`config.mk`:
```
export PLATFORM = sky130hd
export DESIGN_NAME = owf_cfg
export DESIGN_NICKNAME = d
export VERILOG_FILES = /design/src/hw/rtl/owf_pkg.sv /design/src/hw/rtl/owf_cfg.sv
export SDC_FILE = /design/constraint.sdc
export NUM_CORES = 1
export LEC_CHECK = 0
export ABC_CLOCK_PERIOD_IN_PS = 2400
export BUFFER_PORTS_ARGS = -buffer_cell sky130_fd_sc_hd__buf_4
export CAP_MARGIN = 5
export CORE_ASPECT_RATIO = 1.5
export CORE_MARGIN = 4
export CORE_UTILIZATION = 45
export CTS_CLUSTER_DIAMETER = 30
export DETAILED_ROUTE_END_ITERATION = 16
export GPL_TIMING_DRIVEN = 0
export PLACE_DENSITY = 0.88
export SLEW_MARGIN = 10
export SYNTH_ARGS = -nofsm -noshare
export SYNTH_HDL_FRONTEND = slang
export SYNTH_SLANG_ARGS = --single-unit
```
`constraint.sdc`:
```
create_clock -name clk -period 2.4 [get_ports clk]
set_input_delay 0 -clock clk [delete_from_list [all_inputs] [get_ports clk]]
set_output_delay 0 -clock clk [all_outputs]
set_load 0.005 [all_outputs]
```
`src/hw/rtl/owf_pkg.sv`:
```
package owf_pkg;

  localparam int MAX_WIDTH  = 128;
  localparam int MAX_HEIGHT = 128;
  localparam int MAX_RADIUS = 10;
  localparam int MAX_LEVELS = 30;

  localparam int COORD_W = 7;
  localparam int ADDR_W  = 14;
  localparam int CH_W    = 8;
  localparam int BIN_W   = 5;
  localparam int COUNT_W = 9;
  localparam int SUM_W   = 17;
  localparam int PADDR_W = 4;

  localparam logic [1:0] REG_IMAGE_WIDTH    = 2'd0;
  localparam logic [1:0] REG_IMAGE_HEIGHT   = 2'd1;
  localparam logic [1:0] REG_RADIUS_SETTING = 2'd2;
  localparam logic [1:0] REG_LEVELS_SETTING = 2'd3;

  localparam logic KIND_LOAD  = 1'b0;
  localparam logic KIND_QUERY = 1'b1;

  typedef enum logic [2:0] {
    ST_IDLE,
    ST_WALK,
    ST_DRAIN,
    ST_SCAN,
    ST_DIV_GO,
    ST_DIV_WAIT,
    ST_DONE
  } state_t;

  typedef struct packed {
    logic [7:0] image_width;
    logic [7:0] image_height;
    logic [6:0] radius_setting;
    logic [6:0] levels_setting;
  } cfg_t;

endpackage

```
`src/hw/rtl/owf_cfg.sv`:
```
module owf_cfg (
  input  logic                        clk,
  input  logic                        rst,
  input  logic                        psel,
  input  logic                        penable,
  input  logic                        pwrite,
  input  logic [owf_pkg::PADDR_W-1:0] paddr,
  input  logic [31:0]                 pwdata,
  output logic [31:0]                 prdata,
  output logic                        pready,
  output owf_pkg::cfg_t               cfg
);

  logic       wr_en;
  logic [1:0] reg_idx;

  assign pready  = 1'b1;
  assign wr_en   = psel && penable && pwrite;
  assign reg_idx = paddr[3:2];

  always_ff @(posedge clk) begin
    if (rst) begin
      cfg.image_width    <= 8'd128;
      cfg.image_height   <= 8'd128;
      cfg.radius_setting <= 7'd0;
      cfg.levels_setting <= 7'd0;
    end else if (wr_en) begin
      case (reg_idx)
        owf_pkg::REG_IMAGE_WIDTH:    cfg.image_width    <= pwdata[7:0];
        owf_pkg::REG_IMAGE_HEIGHT:   cfg.image_height   <= pwdata[7:0];
        owf_pkg::REG_RADIUS_SETTING: cfg.radius_setting <= pwdata[6:0];
        owf_pkg::REG_LEVELS_SETTING: cfg.levels_setting <= pwdata[6:0];
        default: ;
      endcase
    end
  end

  always_comb begin
    case (reg_idx)
      owf_pkg::REG_IMAGE_WIDTH:    prdata = {24'd0, cfg.image_width};
      owf_pkg::REG_IMAGE_HEIGHT:   prdata = {24'd0, cfg.image_height};
      owf_pkg::REG_RADIUS_SETTING: prdata = {25'd0, cfg.radius_setting};
      owf_pkg::REG_LEVELS_SETTING: prdata = {25'd0, cfg.levels_setting};
      default:                     prdata = 32'd0;
    endcase
  end

endmodule

```
==> qor.yml <==
cts_sinks: 30
dpl_worst_slack_ns: 1.23
netlist.area_leader.share_pct: 36.9
place_congestion: 0.727
synth-main-ff-cell: "dfxtp_1"
fin_tns_setup_ns: 0
die_height_um: 81.6
core_region_area_um2: 3450
drtIter0Drc: 23
internal_power_uw: 802
worst-setup-path-type: "flop to output port"
rsz0062_at_grt: "no"
final_antenna_net_count: 0
num_rows: 26
cts_hold_buffers: 0
p_total_uw: 1040
grt_pass1_wl_um: 6050
netlist_top_cells_count: "30 x dfxtp_1, 29 x nand2b_1, 25 x buf_4"
path_buf_inv: 1
fmax_mhz: 792
fin_skew_ns: 0
slew_headroom_pct: 58.9
clk_path_buf_depth: 2
cp_data_arrival_time_ns: 1.26
drt-total-wl_um: 3850
die_x_um: 57.1
slowest_delay_ns: 0.51
synthTopCellsByArea: "dfxtp_1 37%, mux2i_1 15%, buf_4 12%"
end_kind: "output port"
run_status: "finished clean"
overflow: 0
regMostFlops: "cfg"
r2r_setup_slack_ns: 1.61
grt_max_degree: 11
min_path_type: "input port to flop"
n_antenna_cell: 0
via_per_inst: 4.62
yosysSeqAreaShare_pct: 36.9
crit_slowest_cell: "mux4_1"
crit_cells: 2
drt_first_pass_iters: 4
vdd_drop_max_mv: 0.360
cts_root_buf: "clkbuf_8"
yosysTopAreaCell: "dfxtp_1"
synth_enable_flop_cells: 0
io_pins: 104
async_flop_share_pct: 0
p_leak_uw: 0.00114
p_seq_share_pct: 49.1
path_cells: "mux4_1, buf_4"
grtUsageTotal_pct: 17.3
max_slew.worst_pin.slew_ns: 0.611
fin_ws_ns: 1.14
ys_seq_elements: 30
top_regs: "cfg x30"
final_net_count: 281
clkTransAtPathRegs_ns: 0.06
setup_violations: 0
timing.hold.ws_ns: 0.00578
cp_max_fo: 3
port_buffers: 50
pwr_density_cell_nw_per_um2: 467
syn_area_per_cell_um2: 10.2
power.share.clock_pct: 37.8
synthCells: 160
drv_cap: 0
cp_top_family: "multiplexers"
initial_core_util_pct: 47.2
hold_viol_final: 0
ys_types: 19
wl_per_cell_um: 13.7
p_sw_uw: 236
min_path_cells: 3
worstPathRequired_ns: 2.40
syn_to_final_growth_pct: 36.7
finalMaxSlewViolations: 0
grt_pass1_vias: 1283
cts_setup_buffers: 0
numCtsBuffers: 5
grt_antenna_before_repair: 0
dieArea_um2: 4660
cts_tree: "built"
yosysMostFrequentCell: "dfxtp_1"
num_vias: 1299
r2r_cells: 3
comb_power_share_pct: 13.1
synthesis.area_um2: 1630
startpoint_type: "flop"
fin_crit_ns: 1.26
clkLatencyLatePin_ns: 0.28
htreeDepth: 2
drive_gt1_share_pct: 39.7
post_cts_resized: 0
ys_warn_count: 0
drc_errors: 0
switching_share_pct: 22.7
final.period_utilization_pct: 52.6
hpwl_um: 2960
largest_register_ffs: 30
cell usage in the layout (no fill, tap or decap):
master	count
buf_2	4
buf_4	75
buf_6	3
clkbuf_1	3
clkbuf_8	6
conb_1	25
dfxtp_1	30
inv_2	1
mux2i_1	24
mux4_1	2
mux4_2	5
nand2b_1	29
nand3_1	1
nand4_2	1
nor2_1	4
nor2b_1	7
nor3_1	2
o21ai_0	14
or2_0	1
or3_1	2
logic make-up after synthesis:
logic type	after synthesis	share of synthesized area [%]
simple gates	47	17.6
mux	31	24.9
other cells	2	0.462
compound gates	14	4.31
buf+inv	36	15.8
flops	30	36.9
power groups by stage:
stage / clock network (uW) / logic, uW / registers [uW]
finish: 393 / 136 / 510
CTS: 402 / 135 / 510
floorplan: 0 / 89.7 / 520
global route: 419 / 149 / 511
detailed placement: 0 / 135 / 521
global placement: 0 / 133 / 520
final timing paths:
kind	from	endpoint
setup / recovery	cfg[7]	prdata[0]
hold / removal	pwdata[7]	cfg[29]
setup reg to reg	cfg[10]	cfg[10]
hold reg to reg	cfg[0]	cfg[0]
area by class of cell:
cell class | count | area [um^2]
timing repair buffer | 50 | 375
tap | 42 | 52.6
fill | 315 | 1220
buffer | 35 | 253
multi-input combinational | 117 | 856
inverter | 1 | 3.75
clock buffer | 6 | 82.6
sequential | 30 | 601
metrics by stage:
step	instances	utilization, %	area, um^2
final	281	64.5	2220
after global routing	281	64.5	2220
after CTS	281	64.5	2220
after detailed placement	275	62.1	2140
after global placement	275	62.1	2140
after floorplan	183	-	1710
worst min-delay path, stage by stage:
cell and delay [ns]:
buf_4 0.08, nor2_1 0.04, mux2i_1 0.12
layer usage:
metal / global-route usage, % / up-vias / share of wire [%]
met3: 5.35 / 11 / 9.2
met2: 31.6 / 60 / 51
li1: - / 647 / -
met4: 10.4 / 0 / 2.8
met5: 0 / - / 0
met1: 16.9 / 581 / 37
No activity file was read; power rests on OpenSTA's default activity.
