==> src/hw/rtl/owf_pkg.sv <==
package owf_pkg;

  localparam int MAX_WIDTH  = 128;
  localparam int MAX_HEIGHT = 128;
  localparam int MAX_RADIUS = 10;
  localparam int MAX_LEVELS = 30;

  localparam int COORD_W = 7;
  localparam int ADDR_W  = 14;
  localparam int CH_W    = 8;
  localparam int BIN_W   = 5;
  localparam int COUNT_W = 9;
  localparam int SUM_W   = 17;
  localparam int PADDR_W = 4;

  localparam logic [1:0] REG_IMAGE_WIDTH    = 2'd0;
  localparam logic [1:0] REG_IMAGE_HEIGHT   = 2'd1;
  localparam logic [1:0] REG_RADIUS_SETTING = 2'd2;
  localparam logic [1:0] REG_LEVELS_SETTING = 2'd3;

  localparam logic KIND_LOAD  = 1'b0;
  localparam logic KIND_QUERY = 1'b1;

  typedef enum logic [2:0] {
    ST_IDLE,
    ST_WALK,
    ST_DRAIN,
    ST_SCAN,
    ST_DIV_GO,
    ST_DIV_WAIT,
    ST_DONE
  } state_t;

  typedef struct packed {
    logic [7:0] image_width;
    logic [7:0] image_height;
    logic [6:0] radius_setting;
    logic [6:0] levels_setting;
  } cfg_t;

endpackage

==> src/hw/rtl/owf_div.sv <==
module owf_div (
  input  logic                        clk,
  input  logic                        rst,
  input  logic                        start,
  input  logic [owf_pkg::COUNT_W-1:0] divisor,
  input  logic [owf_pkg::SUM_W-1:0]   dividend [3],
  output logic [owf_pkg::SUM_W-1:0]   quotient [3],
  output logic                        done
);

  logic [owf_pkg::COUNT_W-1:0] rem [3];
  logic [owf_pkg::SUM_W-1:0]   num [3];
  logic [owf_pkg::COUNT_W-1:0] dvs;
  logic [4:0]                  steps;
  logic                        busy;
  logic [owf_pkg::COUNT_W:0]   trial [3];

  always_comb begin
    for (int i = 0; i < 3; i++) begin
      trial[i] = {rem[i], num[i][owf_pkg::SUM_W-1]};
    end
  end

  always_ff @(posedge clk) begin
    if (rst) begin
      busy  <= 1'b0;
      done  <= 1'b0;
      steps <= 5'd0;
    end else begin
      done <= 1'b0;
      if (start) begin
        busy  <= 1'b1;
        steps <= 5'd0;
      end else if (busy) begin
        steps <= steps + 5'd1;
        if (steps == 5'(owf_pkg::SUM_W - 1)) begin
          busy <= 1'b0;
          done <= 1'b1;
        end
      end
    end
  end

  // Restoring division, one quotient bit per cycle in each lane.
  always_ff @(posedge clk) begin
    if (start) begin
      dvs <= divisor;
      for (int i = 0; i < 3; i++) begin
        rem[i]      <= '0;
        num[i]      <= dividend[i];
        quotient[i] <= '0;
      end
    end else if (busy) begin
      for (int i = 0; i < 3; i++) begin
        num[i] <= {num[i][owf_pkg::SUM_W-2:0], 1'b0};
        if (trial[i] >= {1'b0, dvs}) begin
          rem[i]      <= owf_pkg::COUNT_W'(trial[i] - {1'b0, dvs});
          quotient[i] <= {quotient[i][owf_pkg::SUM_W-2:0], 1'b1};
        end else begin
          rem[i]      <= trial[i][owf_pkg::COUNT_W-1:0];
          quotient[i] <= {quotient[i][owf_pkg::SUM_W-2:0], 1'b0};
        end
      end
    end
  end

endmodule

==> config.mk <==
export PLATFORM = sky130hd
export DESIGN_NAME = owf_div
export DESIGN_NICKNAME = d
export VERILOG_FILES = /design/src/hw/rtl/owf_pkg.sv /design/src/hw/rtl/owf_div.sv
export SDC_FILE = /design/constraint.sdc
export NUM_CORES = 1
export LEC_CHECK = 0
export ABC_CLOCK_PERIOD_IN_PS = 9150
export BUFFER_PORTS_ARGS = -buffer_cell sky130_fd_sc_hd__buf_4
export CAP_MARGIN = 0
export CORE_ASPECT_RATIO = 0.75
export CORE_MARGIN = 2
export CORE_UTILIZATION = 57
export CTS_CLUSTER_DIAMETER = 80
export DETAILED_ROUTE_END_ITERATION = 8
export GPL_TIMING_DRIVEN = 1
export HOLD_SLACK_MARGIN = 0.03
export PLACE_DENSITY = 0.9
export SYNTH_ARGS = -nofsm -noshare
export SYNTH_HDL_FRONTEND = slang
export SYNTH_SLANG_ARGS = --single-unit
==> constraint.sdc <==
create_clock -name clk -period 9.15 [get_ports clk]
set_clock_uncertainty 0.15 [all_clocks]
set_input_delay 2.2875 -clock clk [delete_from_list [all_inputs] [get_ports clk]]
set_output_delay 2.2875 -clock clk [all_outputs]
set_load 0.02 [all_outputs]
==> flow_summary.json <==
{
  "synth.distinct_cells": 54,
  "crit_chain": "buf_4 > nor2_1 > inv_2 > buf_4",
  "worstPathRequired_ps": 9050,
  "cts_hold_buf": 0,
  "max_stage_delay_ps": 670,
  "cp-start-kind": "input pin",
  "die_x_um": 133,
  "cap_viol_max_count": 0,
  "yosys_warnings": 0,
  "path_max_fanout": 66,
  "clockBufferDepth": 2,
  "hold_slack_ps": 332,
  "worst_pin_slew_ps": 1180,
  "status": "finished, final reports clean",
  "synth.cell_area_mm2": 0.00713,
  "synthFlopType": "edfxtp_1",
  "avgSynthCellArea_um2": 10.2,
  "syn_inst": 700,
  "post-route-util_pct": 70.4,
  "slowest_stage": "buf_4",
  "cts_tree": "yes",
  "placed_cells": 951,
  "antenna_left": 0,
  "rsz0062_at_grt": "no",
  "gp_congestion": 0.904,
  "clock_latency_ps": 430,
  "drive_above_1_share_pct": 20.0,
  "final_cells": 983,
  "antenna_cells": 0,
  "synth_nets": 795,
  "crit_top_cell": "buf_4",
  "route.met2.wl_um": 8270,
  "max_freq_ghz": 0.233,
  "synth-async-reset-ratio_pct": 0,
  "grt_pass1_vias": 5571,
  "ff_latch_area_mm2": 0.00377,
  "critical_path_class": "input pin to flip-flop",
  "layout_min_cycle_time_ps": 4290,
  "hold_viol_final": 0,
  "syn_to_final_growth_pct": 21.0,
  "p_per_area_mw_per_mm2": 197,
  "cts_inserted_buffers": 17,
  "final_common_cell": "nand2_1",
  "vias": 5798,
  "fin_crit_sh_pct": 46.8,
  "leakage_nw": 3.78,
  "synth-seq-cells": 145,
  "port_buffers": 114,
  "grt_usage_pct": 26.4,
  "post_cts_resized": 0,
  "die_y_um": 101,
  "met1_length_um": 7130,
  "overflow": 0,
  "tns_ps": 0,
  "ir_drop_v": 0.000150,
  "dr.max_layer_used": "met4",
  "postCtsSetupBuffers": 0,
  "cts.clk_slew.worst_paths_ps": 60,
  "endpoint_kind": "flip-flop",
  "nFillCells": 843,
  "pin_count": 115,
  "slew_headroom_pct": 21.2,
  "dr.pass1.iters": 8,
  "slew_viol_final": 0,
  "multi_input_area_mm2": 0.00314,
  "start_util_pct": 58.1,
  "synth_edf_count": 87,
  "clockRootBuffer": "clkbuf_16",
  "design_area_mm2": 0.00863,
  "final-setup-viol-count": 0,
  "clock_sinks": 145,
  "arrival_ps": 4190,
  "yosysSeqAreaShare_pct": 52.9,
  "place_area_mm2": 0.00808,
  "drt_iter0_markers": 620,
  "num_rows": 35,
  "grt_first_pass_wirelength_um": 27800,
  "antenna_found_initial": 0,
  "num-nets-final": 899,
  "core_mm2": 0.0123,
  "htreeDepth": 4,
  "dpl.hpwl_um": 11000,
  "wirelength_um": 17400,
  "die_area_mm2": 0.0134,
  "layout_common_cells": "nand2_1 (157), buf_4 (117), edfxtp_1 (87)",
  "wl_met3_um": 1480,
  "drt-vias-per-instance": 5.90,
  "detail_route.wl_per_cell_um": 17.7,
  "drc": 0,
  "grt_max_degree": 69,
  "worstHoldPathType": "flip-flop to flip-flop"
}
[flip-flops by register name (all words and copies together) (netlist names)]
name / flops
done: 1
num: 51
busy: 1
dvs: 9
steps: 5
rem: 27
quotient: 51
[kinds of logic after synthesis]
group                    count (synthesis)  share of synthesized area (%)
AO/OA/AOI/OAI                          110                           11.3
XOR/XNOR                                12                           1.47
adder cells (fa/ha/maj)                 32                           5.93
buffers and inverters                   52                           3.09
flip-flops                             145                           52.9
multiplexers                            56                           7.86
AND/OR/NAND/NOR                        293                           17.4
[report_power, final]
part	total (mW)	switching, mW	internal, mW
Combinational	0.295	0.177	0.118
Clock	0.647	0.288	0.359
Sequential	0.762	0.0216	0.740
[layer usage]
layer | GRT usage (%) | vias to the layer above
met2 | 42.9 | 320
met4 | 10.8 | 0
li1 | - | 2705
met3 | 7.34 | 52
met5 | 0 | -
met1 | 33.9 | 2721
[final cells by class]
class / count / area share (%)
clock inverter: 13 / 1.20
tap: 166 / 2.41
sequential: 145 / 43.8
timing repair buffer: 117 / 10.2
inverter: 20 / 0.870
clock buffer: 19 / 5.13
multi-input combinational: 503 / 36.4
[worst paths after layout]
path | start | to | slack (ps) | depth (start not counted)
worst max-delay path | start | rem[2][5] | 4860 | 4
worst min-delay path | quotient[34] | quotient[34] | 330 | 2
worst max register to register | dvs[1] | rem[2][4] | 5840 | 7
worst min register to register | quotient[34] | quotient[34] | 330 | 2
[synth_stat cells (5+ instances only)]
master      n  area, µm²
nor2_1     68        255
o21ai_0    16       80.1
nand2_1   157        589
inv_1      20       75.1
mux2i_1    56        561
o21a_1      7       52.6
a211oi_1    7       52.6
a21oi_1    27        135
xor2_1      9       78.8
nor3_1     12       60.1
buf_2       8       40.0
clkbuf_1   22       82.6
a21o_1      5       37.5
ha_1       29        363
nand3_1    21        105
dfxtp_1    58       1160
nor2b_1    12       75.1
o211ai_1    5       37.5
edfxtp_1   87       2610
[worst max-delay path, delay by kind of cell]
| family | cells | cell delay [ps] |
|---|---|---|
| buffers and inverters | 3 | 1620 |
| and+or+nand+nor | 1 | 220 |
[metrics by stage]
| stage | worst slack [ps] | power, mW |
|---|---|---|
| finish | 4860 | 1.70 |
| global route | 4710 | 1.76 |
| CTS | 4880 | 1.70 |
| detailed placement | 4450 | 1.05 |
| global placement | 4510 | 1.04 |
| floorplan | 4380 | 0.975 |
No activity file was read; power rests on OpenSTA's default activity.
